===== src/rtl/csvtok_pkg.sv =====
// Shared types, codes and the per-byte field tokenizer step for the CSV tokenizer.
package csvtok_pkg;

    // Result kinds
    localparam logic [1:0] KIND_CONTENT   = 2'd0;
    localparam logic [1:0] KIND_FIELD_END = 2'd1;
    localparam logic [1:0] KIND_ROW_END   = 2'd2;

    // Field tokenizer states
    localparam logic [1:0] FS_START  = 2'd0;
    localparam logic [1:0] FS_PLAIN  = 2'd1;
    localparam logic [1:0] FS_QUOTED = 2'd2;
    localparam logic [1:0] FS_QSEEN  = 2'd3;

    // Special bytes
    localparam logic [7:0] MARK0   = 8'hEF;
    localparam logic [7:0] MARK1   = 8'hBB;
    localparam logic [7:0] MARK2   = 8'hBF;
    localparam logic [7:0] QUOTE   = 8'h22;
    localparam logic [7:0] COMMA   = 8'h2C;
    localparam logic [7:0] NEWLINE = 8'h0A;

    localparam int unsigned MAX_TOKENS = 3;

    typedef struct packed {
        logic [7:0] in_byte;
        logic       stream_start;
    } in_t;

    typedef struct packed {
        logic [1:0] kind;
        logic [7:0] content;
        logic       last;
    } out_t;

    typedef struct packed {
        logic [1:0] kind;
        logic [7:0] content;
    } tok_t;

    // All tokens caused by one input byte, in order, slot 0 first
    typedef struct packed {
        logic [1:0]                  cnt;
        tok_t [MAX_TOKENS-1:0]       toks;
    } bundle_t;

    typedef struct packed {
        logic [1:0] next_state;
        logic       emit;
        tok_t       tok;
    } tok_step_t;

    function automatic tok_step_t tokenize(input logic [1:0] st, input logic [7:0] b);
        tok_step_t r;
        r.next_state  = st;
        r.emit        = 1'b1;
        r.tok.kind    = KIND_CONTENT;
        r.tok.content = b;
        case (st)
            FS_START: begin
                if (b == QUOTE) begin
                    r.next_state = FS_QUOTED;
                    r.emit       = 1'b0;
                end else if (b == COMMA) begin
                    r.tok.kind = KIND_FIELD_END;
                end else if (b == NEWLINE) begin
                    r.tok.kind = KIND_ROW_END;
                end else begin
                    r.next_state = FS_PLAIN;
                end
            end
            FS_PLAIN: begin
                if (b == COMMA) begin
                    r.next_state = FS_START;
                    r.tok.kind   = KIND_FIELD_END;
                end else if (b == NEWLINE) begin
                    r.next_state = FS_START;
                    r.tok.kind   = KIND_ROW_END;
                end
            end
            FS_QUOTED: begin
                if (b == QUOTE) begin
                    r.next_state = FS_QSEEN;
                    r.emit       = 1'b0;
                end
            end
            default: begin
                if (b == QUOTE) begin
                    r.next_state = FS_QUOTED;
                end else if (b == COMMA) begin
                    r.next_state = FS_START;
                    r.tok.kind   = KIND_FIELD_END;
                end else if (b == NEWLINE) begin
                    r.next_state = FS_START;
                    r.tok.kind   = KIND_ROW_END;
                end else begin
                    r.next_state = FS_PLAIN;
                end
            end
        endcase
        if (r.tok.kind != KIND_CONTENT) begin
            r.tok.content = 8'd0;
        end
        return r;
    endfunction

endpackage


===== src/rtl/csv_field_tokenizer_core.sv =====
// Top level of the streaming CSV field tokenizer: front end, bundle queue, back end.
// Path: with nothing queued ahead, the first result of a byte taken on s_ passes
// through the queue write and then the output register load before it is valid on m_.
// Throughput: one byte per cycle while m_ready is high and each byte yields at most one
// result; a byte with more results keeps the output busy longer, absorbed by the queue.
// Reset: synchronous active-low aresetn clears field state, mark check, queue and output.
module csv_field_tokenizer_core #(
    parameter int unsigned QUEUE_DEPTH = 4
) (
    input  logic                aclk,
    input  logic                aresetn,
    input  logic                s_valid,
    output logic                s_ready,
    input  csvtok_pkg::in_t     s_data,
    output logic                m_valid,
    input  logic                m_ready,
    output csvtok_pkg::out_t    m_data
);

    logic                in_fire;
    logic                push;
    logic                q_full;
    logic                q_empty;
    logic                q_pop;
    csvtok_pkg::bundle_t bundle;
    csvtok_pkg::bundle_t q_head;

    // Take a request whenever the queue has room; bytes with no result push nothing
    assign s_ready = !q_full;
    assign in_fire = s_valid && s_ready;

    // Mark check and tokenizing: every result of one byte in a single bundle
    csvtok_front u_front (
        .aclk    (aclk),
        .aresetn (aresetn),
        .in_fire (in_fire),
        .in_data (s_data),
        .push    (push),
        .bundle  (bundle)
    );

    // Decouple the front end from output stalls
    csvtok_queue #(
        .DEPTH (QUEUE_DEPTH)
    ) u_queue (
        .aclk      (aclk),
        .aresetn   (aresetn),
        .push      (push),
        .push_data (bundle),
        .pop       (q_pop),
        .full      (q_full),
        .empty     (q_empty),
        .head      (q_head)
    );

    // Drain bundles one result per cycle while m_ready allows, flag the final result of each byte
    csvtok_back u_back (
        .aclk    (aclk),
        .aresetn (aresetn),
        .q_empty (q_empty),
        .q_head  (q_head),
        .q_pop   (q_pop),
        .m_valid (m_valid),
        .m_ready (m_ready),
        .m_data  (m_data)
    );

endmodule


===== src/rtl/csvtok_front.sv =====
// Front end: byte order mark check, field tokenizing and bundling of results per byte.
module csvtok_front (
    input  logic               aclk,
    input  logic               aresetn,
    input  logic               in_fire,
    input  csvtok_pkg::in_t    in_data,
    output logic               push,
    output csvtok_pkg::bundle_t bundle
);

    localparam logic [1:0] MC_EXPECT0 = 2'd0;
    localparam logic [1:0] MC_GOT0    = 2'd1;
    localparam logic [1:0] MC_GOT1    = 2'd2;
    localparam logic [1:0] MC_DONE    = 2'd3;

    logic [1:0] field_state_reg, field_state_next;
    logic [1:0] mark_reg, mark_next;

    logic [1:0] mc_eff;
    logic       absorbed;
    logic       flush;
    logic [7:0] b;

    csvtok_pkg::tok_step_t st0, st1, st2;
    logic [1:0] fs_a, fs_b;
    logic       en0, en1, en2;

    always_comb begin
        b      = in_data.in_byte;
        mc_eff = in_data.stream_start ? MC_EXPECT0 : mark_reg;
        absorbed = ((mc_eff == MC_EXPECT0) && (b == csvtok_pkg::MARK0)) ||
                   ((mc_eff == MC_GOT0)    && (b == csvtok_pkg::MARK1)) ||
                   ((mc_eff == MC_GOT1)    && (b == csvtok_pkg::MARK2));
        // release held mark bytes on a new stream or on a mismatch
        flush = in_data.stream_start ||
                (((mc_eff == MC_GOT0) || (mc_eff == MC_GOT1)) && !absorbed);
        en0 = flush && ((mark_reg == MC_GOT0) || (mark_reg == MC_GOT1));
        en1 = flush && (mark_reg == MC_GOT1);
        en2 = !absorbed;

        st0  = csvtok_pkg::tokenize(field_state_reg, csvtok_pkg::MARK0);
        fs_a = en0 ? st0.next_state : field_state_reg;
        st1  = csvtok_pkg::tokenize(fs_a, csvtok_pkg::MARK1);
        fs_b = en1 ? st1.next_state : fs_a;
        st2  = csvtok_pkg::tokenize(fs_b, b);
        field_state_next = en2 ? st2.next_state : fs_b;
        mark_next = absorbed ? (mc_eff + 2'd1) : MC_DONE;
    end

    // Pack emitted tokens into consecutive slots
    always_comb begin
        bundle = '0;
        if (en0 && st0.emit) begin
            bundle.toks[bundle.cnt] = st0.tok;
            bundle.cnt = bundle.cnt + 2'd1;
        end
        if (en1 && st1.emit) begin
            bundle.toks[bundle.cnt] = st1.tok;
            bundle.cnt = bundle.cnt + 2'd1;
        end
        if (en2 && st2.emit) begin
            bundle.toks[bundle.cnt] = st2.tok;
            bundle.cnt = bundle.cnt + 2'd1;
        end
        push = in_fire && (bundle.cnt != 2'd0);
    end

    always_ff @(posedge aclk) begin
        if (!aresetn) begin
            field_state_reg <= csvtok_pkg::FS_START;
            mark_reg        <= MC_EXPECT0;
        end else if (in_fire) begin
            field_state_reg <= field_state_next;
            mark_reg        <= mark_next;
        end
    end

endmodule


===== src/rtl/csvtok_queue.sv =====
// Small FIFO of result bundles between front end and back end.
module csvtok_queue #(
    parameter int unsigned DEPTH = 4
) (
    input  logic                aclk,
    input  logic                aresetn,
    input  logic                push,
    input  csvtok_pkg::bundle_t push_data,
    input  logic                pop,
    output logic                full,
    output logic                empty,
    output csvtok_pkg::bundle_t head
);

    localparam int unsigned PW = (DEPTH > 1) ? $clog2(DEPTH) : 1;
    localparam int unsigned CW = $clog2(DEPTH + 1);
    localparam logic [PW-1:0] LAST_IDX = PW'(DEPTH - 1);

    csvtok_pkg::bundle_t mem [DEPTH];
    logic [PW-1:0] wr_ptr_reg, rd_ptr_reg;
    logic [CW-1:0] count_reg;
    logic          do_push, do_pop;

    assign full    = (count_reg == CW'(DEPTH));
    assign empty   = (count_reg == '0);
    assign head    = mem[rd_ptr_reg];
    assign do_push = push && !full;
    assign do_pop  = pop && !empty;

    always_ff @(posedge aclk) begin
        if (do_push) begin
            mem[wr_ptr_reg] <= push_data;
        end
    end

    always_ff @(posedge aclk) begin
        if (!aresetn) begin
            wr_ptr_reg <= '0;
            rd_ptr_reg <= '0;
            count_reg  <= '0;
        end else begin
            if (do_push) begin
                wr_ptr_reg <= (wr_ptr_reg == LAST_IDX) ? '0 : wr_ptr_reg + 1'b1;
            end
            if (do_pop) begin
                rd_ptr_reg <= (rd_ptr_reg == LAST_IDX) ? '0 : rd_ptr_reg + 1'b1;
            end
            if (do_push && !do_pop) begin
                count_reg <= count_reg + 1'b1;
            end else if (do_pop && !do_push) begin
                count_reg <= count_reg - 1'b1;
            end
        end
    end

endmodule


===== src/rtl/csvtok_back.sv =====
// Back end: serializes queued bundles onto the result channel through an output register.
module csvtok_back (
    input  logic                aclk,
    input  logic                aresetn,
    input  logic                q_empty,
    input  csvtok_pkg::bundle_t q_head,
    output logic                q_pop,
    output logic                m_valid,
    input  logic                m_ready,
    output csvtok_pkg::out_t    m_data
);

    logic             m_valid_reg;
    csvtok_pkg::out_t m_data_reg;
    logic [1:0]       idx_reg;
    logic             load;
    logic             is_last;

    assign load    = !m_valid_reg || m_ready;
    assign is_last = (idx_reg == (q_head.cnt - 2'd1));
    assign q_pop   = load && !q_empty && is_last;
    assign m_valid = m_valid_reg;
    assign m_data  = m_data_reg;

    always_ff @(posedge aclk) begin
        if (load && !q_empty) begin
            m_data_reg.kind    <= q_head.toks[idx_reg].kind;
            m_data_reg.content <= q_head.toks[idx_reg].content;
            m_data_reg.last    <= is_last;
        end
    end

    always_ff @(posedge aclk) begin
        if (!aresetn) begin
            m_valid_reg <= 1'b0;
            idx_reg     <= 2'd0;
        end else if (load) begin
            m_valid_reg <= !q_empty;
            if (!q_empty) begin
                idx_reg <= is_last ? 2'd0 : idx_reg + 2'd1;
            end
        end
    end

endmodule

===== config.mk =====
export PLATFORM = sky130hd
export DESIGN_NAME = csv_field_tokenizer_core
export DESIGN_NICKNAME = d
export VERILOG_FILES = /design/src/rtl/csvtok_pkg.sv /design/src/rtl/csv_field_tokenizer_core.sv /design/src/rtl/csvtok_front.sv /design/src/rtl/csvtok_queue.sv /design/src/rtl/csvtok_back.sv
export SDC_FILE = /design/constraint.sdc
export NUM_CORES = 1
export LEC_CHECK = 0
export BUFFER_PORTS_ARGS = -buffer_cell sky130_fd_sc_hd__buf_2
export CAP_MARGIN = 20
export CORE_ASPECT_RATIO = 2
export CORE_UTILIZATION = 35
export CTS_CLUSTER_SIZE = 40
export DETAILED_ROUTE_END_ITERATION = 7
export PLACE_DENSITY = 0.56
export SLEW_MARGIN = 20
export SYNTH_ARGS = -nofsm -noshare
export SYNTH_HDL_FRONTEND = slang
export SYNTH_SLANG_ARGS = --single-unit

===== constraint.sdc =====
create_clock -name aclk -period 7.5 [get_ports aclk]
set_clock_uncertainty 0.15 [all_clocks]
set_input_delay 1.5 -clock aclk [delete_from_list [all_inputs] [get_ports aclk]]
set_output_delay 1.5 -clock aclk [all_outputs]
set_load 0.02 [all_outputs]

==> results.py, run 1 <==
metrics = {
    "global_route": {
        "overflow": 0,
        "first_global_vias": 3942,
        "grt_max_degree": 33,
        "grt_first_pass_wirelength_mm": 21.98,
        "antenna_found_initial": 0,
        "gr-usage-all-layers_pct": 15.24,
    },
    "drt": {
        "num_vias": 3671,
        "wl_mm": 13.95,
        "via_per_inst": 5.008,
        "drcViolationCount": 0,
        "wl_per_cell_um": 19.03,
        "postRouteAntennaNets": 0,
        "firstDrtPassIters": 5,
        "drt_iter0_markers": 218,
    },
    "sta": {
        "max_freq_mhz": 168.4,
        "fin_crit_ps": 5940,
        "whs_ps": 336.1,
        "worst_pin_slew_ps": 750.2,
        "maxSlewViolCount": 0,
        "report.final.hold_viol_count": 0,
        "period_share_pct": 79.20,
        "grt_setup_unrepaired": "no",
        "setup_viol": 0,
        "fin_setup_tns_ps": 0,
        "slew_headroom_pct": 49.85,
    },
    "pwr": {
        "p_int_mw": 2.002,
        "p_switching_mw": 0.8688,
        "power.total_mw": 2.871,
        "leakage_nw": 2.702,
        "seq_power_share_pct": 41.8,
        "vdd.ir_drop.worst_v": 0.0001835,
        "p_comb_share_pct": 27.4,
        "p_clk_share_pct": 30.9,
        "pwr_density_cell_nw_per_um2": 368.5,
        "switching_share_pct": 30.26,
    },
    "hold_path": {
        "min_from": "u_queue.rd_ptr_reg[0]",
        "hold_path.class": "reg2reg",
    },
    "status": {
        "outcome": "completed",
    },
    "die": {
        "rows": 71,
        "initial_utilization_pct": 35.87,
        "die_area_um2": 19890,
        "io_pins": 26,
        "die_w_um": 100.2,
        "coreArea_um2": 18830,
        "die_y_um": 198.5,
    },
    "critical_path": {
        "critPathLaunch": "s_data[0]",
        "worstPathRequired_ps": 7690,
        "cp_cell_sequence": "buf_2, nand2b_1, inv_1, ha_1, mux2i_1, nor3_2, o21ai_1, a21oi_1, o21ai_0, inv_1, ha_1, o211ai_1, a211oi_1, a311oi_4, ha_1, inv_1, fa_1, xor2_1, or3_1, a21boi_0",
        "critical_path_class": "in2reg",
        "cp.arrival_ps": 6130,
        "reg2reg_from": "u_front.mark_reg[0]",
        "critPathMaxFanout": 8,
        "crit_slowest_cell": "o21ai_1",
        "start_kind": "input port",
        "r2r_slack_ps": 2480,
        "cpPeakStageDelay_ps": 490,
        "cp-end-kind": "flop",
    },
    "clocking": {
        "h-tree-depth": 4,
        "tritoncts": "built",
        "clk_pin_slew_ps": 60,
        "clock_latency_ps": 420,
        "cts_setup_buffers": 0,
        "cts_sinks": 155,
        "cts_buffer_depth": 2,
        "numCtsBuffers": 17,
        "cts_hold_buffers": 0,
        "cts_resized": 0,
        "cts-root-buf": "clkbuf_16",
    },
    "cells_and_area": {
        "largest_reg_flops": 128,
        "nets": 498,
        "syn2layout_area_growth_pct": 15.34,
        "n_antenna_cell": 0,
        "drive_above_1_share_pct": 22.18,
        "final_cells": 733,
        "fillers": 1764,
        "fin_area_um2": 7791,
    },
    "logic_synthesis": {
        "netlist_instances": 431,
        "synth_cell_types": 49,
        "ys_ff_latch": 155,
        "avgSynthCellArea_um2": 15.67,
        "syn_nets": 464,
        "ys_seq_area_share_pct": 66.53,
        "netlist_area_um2": 6755,
        "ys.warnings.count": 0,
    },
    "job": {
        "max_cap_viol_count": 0,
    },
    "placed_design": {
        "routabilityCongestion": 0.8241,
        "dpl.hpwl_mm": 8.955,
        "port_buffers": 25,
        "dp.cells": 701,
        "dpl-instance-area_um2": 7172,
    },
}
==> worst max-delay path: cells and delay by family <==
family | cells | cell delay (ps)
xor+xnor | 1 | 190
compound gates | 7 | 2130
simple gates | 3 | 540
buf+inv | 4 | 430
fa+ha+maj | 4 | 1170
mux | 1 | 150
==> layout by cell type (no fill, tap or decap), types with 3 or more instances in the layout <==
master | Yosys | layout
o22ai_1 | 12 | 12
dfxtp_1 | 16 | 15
nor2_1 | 26 | 26
clkbuf_16 | 0 | 17
a21oi_1 | 10 | 9
inv_6 | 0 | 6
nand3_1 | 4 | 4
xnor2_1 | 4 | 4
and2_1 | 7 | 7
a21boi_0 | 3 | 3
o21ai_0 | 18 | 18
mux4_2 | 32 | 32
buf_2 | 5 | 25
nor3_1 | 4 | 4
buf_4 | 1 | 8
nand2b_1 | 7 | 7
edfxtp_1 | 139 | 139
inv_1 | 32 | 32
ha_1 | 19 | 19
clkinvlp_4 | 0 | 4
nand2_1 | 29 | 29
mux2i_1 | 16 | 16
bufinv_16 | 0 | 3
a31oi_1 | 3 | 3
==> metal layers <==
layer | vias to the layer above | track usage [%] | share of wire, %
met5 | - | 0 | 0
met4 | 0 | 6.441 | 2.2
met3 | 19 | 2.952 | 2.6
met2 | 75 | 28.79 | 57
met1 | 1866 | 16.09 | 38
li1 | 1711 | - | -
==> logic make-up after synthesis <==
| family | share of synthesized area (%) |
|---|---|
| flops | 66.53 |
| mux | 13.24 |
| fa+ha+maj | 3.816 |
| compound gates | 6.020 |
| xor+xnor | 0.6482 |
| buf+inv | 3.149 |
| simple gates | 6.594 |
==> synth_stat cells, drive strengths merged <==
cell / instances / area (um2)
xnor2: 4 / 35.03
inv: 32 / 120.1
o221ai: 1 / 8.760
nor3: 6 / 40.04
nor4: 1 / 21.27
nor2: 26 / 97.59
o21ai: 19 / 95.09
o221a: 1 / 11.26
o2111a: 1 / 11.26
nand3b: 2 / 15.01
dfxtp: 16 / 320.3
o211ai: 2 / 15.01
or3: 2 / 12.51
or2b: 1 / 7.510
nand4: 1 / 6.260
mux2i: 17 / 173.9
a21oi: 10 / 50.05
o22ai: 12 / 75.07
nand4b: 1 / 8.760
a21o: 2 / 15.01
clkbuf: 7 / 26.28
xor2: 1 / 8.760
nor2b: 1 / 6.260
nor3b: 1 / 7.510
and2: 7 / 43.79
a211oi: 2 / 15.01
o211a: 1 / 10.01
nand2b: 7 / 43.79
buf: 11 / 66.31
a31oi: 3 / 18.77
mux4: 32 / 720.7
a21boi: 4 / 30.03
o21a: 1 / 7.510
fa: 1 / 20.02
o2111ai: 1 / 8.760
ha: 19 / 237.7
o32ai: 1 / 8.760
nand3: 4 / 20.02
a311oi: 1 / 26.28
edfxtp: 139 / 4174
nand2: 30 / 115.1
==> per-stage QoR <==
step,setup WS (ps),utilization [%]
finish,1560,41.37
global route,1232,41.37
CTS,1691,41.33
detailed placement,1243,38.08
global placement,1527,38.08
floorplan,1992,-
==> power groups by stage <==
stage,Sequential (mW),Combinational [mW],Clock (mW)
global route,1.21,0.868,0.932
finish,1.20,0.786,0.886
global placement,1.21,0.784,0
detailed placement,1.22,0.799,0
floorplan,1.26,0.537,0
CTS,1.20,0.802,0.906
==> final timing paths <==
kind / cells after the start / endpoint
worst max register to register: 19 / u_queue.count_reg[2]
worst max-delay path: 20 / u_queue.count_reg[2]
worst min register to register: 2 / flop
worst min-delay path: 2 / flop
==> area by class of cell <==
class                           count  area [um2]  share of cell area [%]
Tap cell                          255       319.1                   4.095
Clock inverter                     15       186.4                   2.393
Inverter                           32       120.1                   1.542
Multi-Input combinational cell    226        2059                   26.43
Timing Repair Buffer               33       185.2                   2.377
Sequential cell                   155        4496                   57.70
Clock buffer                       17       425.4                   5.460
(Power assumes the default switching activity.)
==> run 2: changes to the inputs <==
--- a/config.mk
+++ b/config.mk
@@ -5,13 +5,14 @@
 export SDC_FILE = /design/constraint.sdc
 export NUM_CORES = 1
 export LEC_CHECK = 0
+export ABC_AREA = 1
 export BUFFER_PORTS_ARGS = -buffer_cell sky130_fd_sc_hd__buf_2
 export CAP_MARGIN = 20
 export CORE_ASPECT_RATIO = 2
 export CORE_UTILIZATION = 35
 export CTS_CLUSTER_SIZE = 40
 export DETAILED_ROUTE_END_ITERATION = 7
-export PLACE_DENSITY = 0.56
+export PLACE_DENSITY = 0.58
 export SLEW_MARGIN = 20
 export SYNTH_ARGS = -nofsm -noshare
 export SYNTH_HDL_FRONTEND = slang
==> constraint.sdc (replaced) <==
create_clock -name aclk -period 5.3 [get_ports aclk]
set_clock_uncertainty 0.15 [all_clocks]
set_input_delay 1.06 -clock aclk [delete_from_list [all_inputs] [get_ports aclk]]
set_output_delay 1.06 -clock aclk [all_outputs]
set_load 0.02 [all_outputs]
==> results.py, run 2 <==
metrics = {
    "clocking": {
        "cts_buffer_depth": 2,
        "cts_setup_buffers": 0,
        "numCtsBuffers": 17,
        "clk_pin_slew_ps": 60,
        "cts_resized": 0,
        "h-tree-depth": 4,
        "cts_hold_buffers": 0,
        "cts_sinks": 155,
        "tritoncts": "built",
        "cts-root-buf": "clkbuf_16",
        "clock_latency_ps": 420,
    },
    "logic_synthesis": {
        "synth_common_cells": "139 x edfxtp_1, 107 x nor2_1, 82 x o21ai_0",
        "synth_edf_count": 139,
        "synthAdderAreaFrac_pct": 3.776,
        "synth_top_family_by_area": "compound AO/OA/AOI/OAI gates",
        "synth_top_cell_by_area": "edfxtp_1",
        "ys_ff_latch": 155,
        "netlist_top_cells_area": "edfxtp_1 61%, o21ai_0 6.0%, nor2_1 5.9%",
        "yosysTopAreaCellShare_pct": 61.14,
        "syn_nets": 646,
        "yosysMostFrequentCell": "edfxtp_1",
        "avgSynthCellArea_um2": 11.14,
        "synthArstFlopShare_pct": 0,
        "ys.warnings.count": 0,
        "synth.area.mux_share_pct": 0,
        "synth_compound_area_share_pct": 12.57,
        "synth_flop_cell": "edfxtp_1",
        "ys_seq_area_share_pct": 65.84,
        "netlist_instances": 613,
        "synth_cell_types": 32,
        "synth_xor_area_share_pct": 0.2566,
        "netlist_area_um2": 6827,
        "yosys.area_share.simple_pct": 12.28,
    },
    "cells_and_area": {
        "fillers": 1763,
        "final_cell_mix": "139 x edfxtp_1, 102 x nor2_1, 82 x o21ai_0",
        "fin_area_um2": 7863,
        "multi_input_area_um2": 1991,
        "seqCellArea_um2": 4496,
        "drive_above_1_share_pct": 13.91,
        "nets": 674,
        "final_cells": 909,
        "n_antenna_cell": 0,
        "largest_reg_flops": 128,
        "syn2layout_area_growth_pct": 15.18,
        "layout_commonest_cell": "edfxtp_1",
    },
    "sta": {
        "fin_setup_tns_ps": 0,
        "grt_setup_unrepaired": "no",
        "max_freq_mhz": 219.9,
        "maxSlewViolCount": 0,
        "report.final.hold_viol_count": 0,
        "period_share_pct": 85.80,
        "fin_crit_ps": 4548,
        "setup_viol": 0,
        "worst_pin_slew_ps": 902.5,
        "slew_headroom_pct": 39.75,
    },
    "drt": {
        "wl_per_cell_um": 17.43,
        "postRouteAntennaNets": 0,
        "drt_iter0_markers": 216,
        "drcViolationCount": 0,
        "firstDrtPassIters": 5,
        "wl_mm": 15.84,
        "via_per_inst": 5.128,
        "num_vias": 4661,
    },
    "placed_design": {
        "port_buffers": 25,
        "dpl.hpwl_mm": 10.47,
        "dpl-instance-area_um2": 7263,
        "dp.cells": 877,
        "routabilityCongestion": 0.8412,
    },
    "critical_path": {
        "worstPathRequired_ps": 5470,
        "cpMostUsedCell": "nand2_1",
        "cpLargestDelayFamily": "simple AND/OR/NAND/NOR gates",
        "start_kind": "input port",
        "path_buf_inv": 7,
        "cpPeakStageDelay_ps": 310,
        "critical_path_class": "in2reg",
        "crit_slowest_cell": "or2_2",
        "cp.arrival_ps": 4710,
        "cp-end-kind": "flop",
        "r2r_slack_ps": 1130,
        "critPathMaxFanout": 11,
    },
    "die": {
        "rows": 71,
        "die_y_um": 199.5,
        "io_pins": 26,
        "die_w_um": 100.8,
        "die_area_um2": 20100,
        "initial_utilization_pct": 36.08,
        "coreArea_um2": 18920,
    },
    "job": {
        "max_cap_viol_count": 0,
    },
    "global_route": {
        "grt_first_pass_wirelength_mm": 24.35,
        "grt_max_degree": 65,
        "first_global_vias": 4734,
        "antenna_found_initial": 0,
        "overflow": 0,
        "gr-usage-all-layers_pct": 16.60,
    },
    "pwr": {
        "pwr_density_cell_nw_per_um2": 507.9,
        "leakage_nw": 3.008,
        "power.total_mw": 3.994,
        "vdd.ir_drop.worst_v": 0.0003799,
    },
    "status": {
        "outcome": "completed",
    },
    "hold_path": {
        "hold_path.class": "reg2reg",
    },
}
run 2: kinds of logic (layout without fill, tap and decap cells):
kind of cell | count (synthesis) | after routing
simple gates | 199 | 199
xor+xnor | 2 | 2
compound gates | 144 | 144
buf+inv | 93 | 134
fa+ha+maj | 20 | 20
flops | 155 | 155
run 2: final timing paths:
kind / start / end / cells after the start
worst max-delay path: s_data[0] / u_queue.count_reg[2] / 32
worst min-delay path: u_front.field_state_reg[0] / u_front.field_state_reg[0] / 2
worst max register to register: u_front.mark_reg[0] / u_queue.count_reg[2] / 32
worst min register to register: u_front.field_state_reg[0] / u_front.field_state_reg[0] / 2
run 2: worst min-delay path: stages, from the launching register on:
cell and delay [ps]:
dfxtp_1 340, nand2_1 70, a21oi_1 60
run 2: final cells by class:
cell class / count / area share, %
clock buffers: 19 / 5.506
well taps: 255 / 4.058
flip-flops and latches: 155 / 57.18
clock inverters: 13 / 2.116
inverters: 69 / 3.374
repair buffers: 33 / 2.451
multi-input cells: 365 / 25.32
run 2: through the flow:
stage	setup WS, ps	hold WS [ps]	utilization, %
final	752.4	368.7	41.55
after global routing	336.4	390.4	41.55
after CTS	762.0	359.4	41.55
after detailed placement	325.7	349.6	38.39
after global placement	573.6	341.5	38.29
after floorplan	233.4	306.0	-
run 2: routing by layer:
layer  wire (um)  vias up  GRT usage [%]
met4         631        0          10.57
li1            -     2202              -
met1        5800     2310          16.15
met5           0        -              0
met2        8857      114          31.15
met3         554       35          3.323
run 2: power breakdown:
part	switching (mW)	total (mW)	internal [mW]
clock	0.479	1.22	0.743
combinational	0.749	1.07	0.324
sequential	0.0811	1.70	1.62
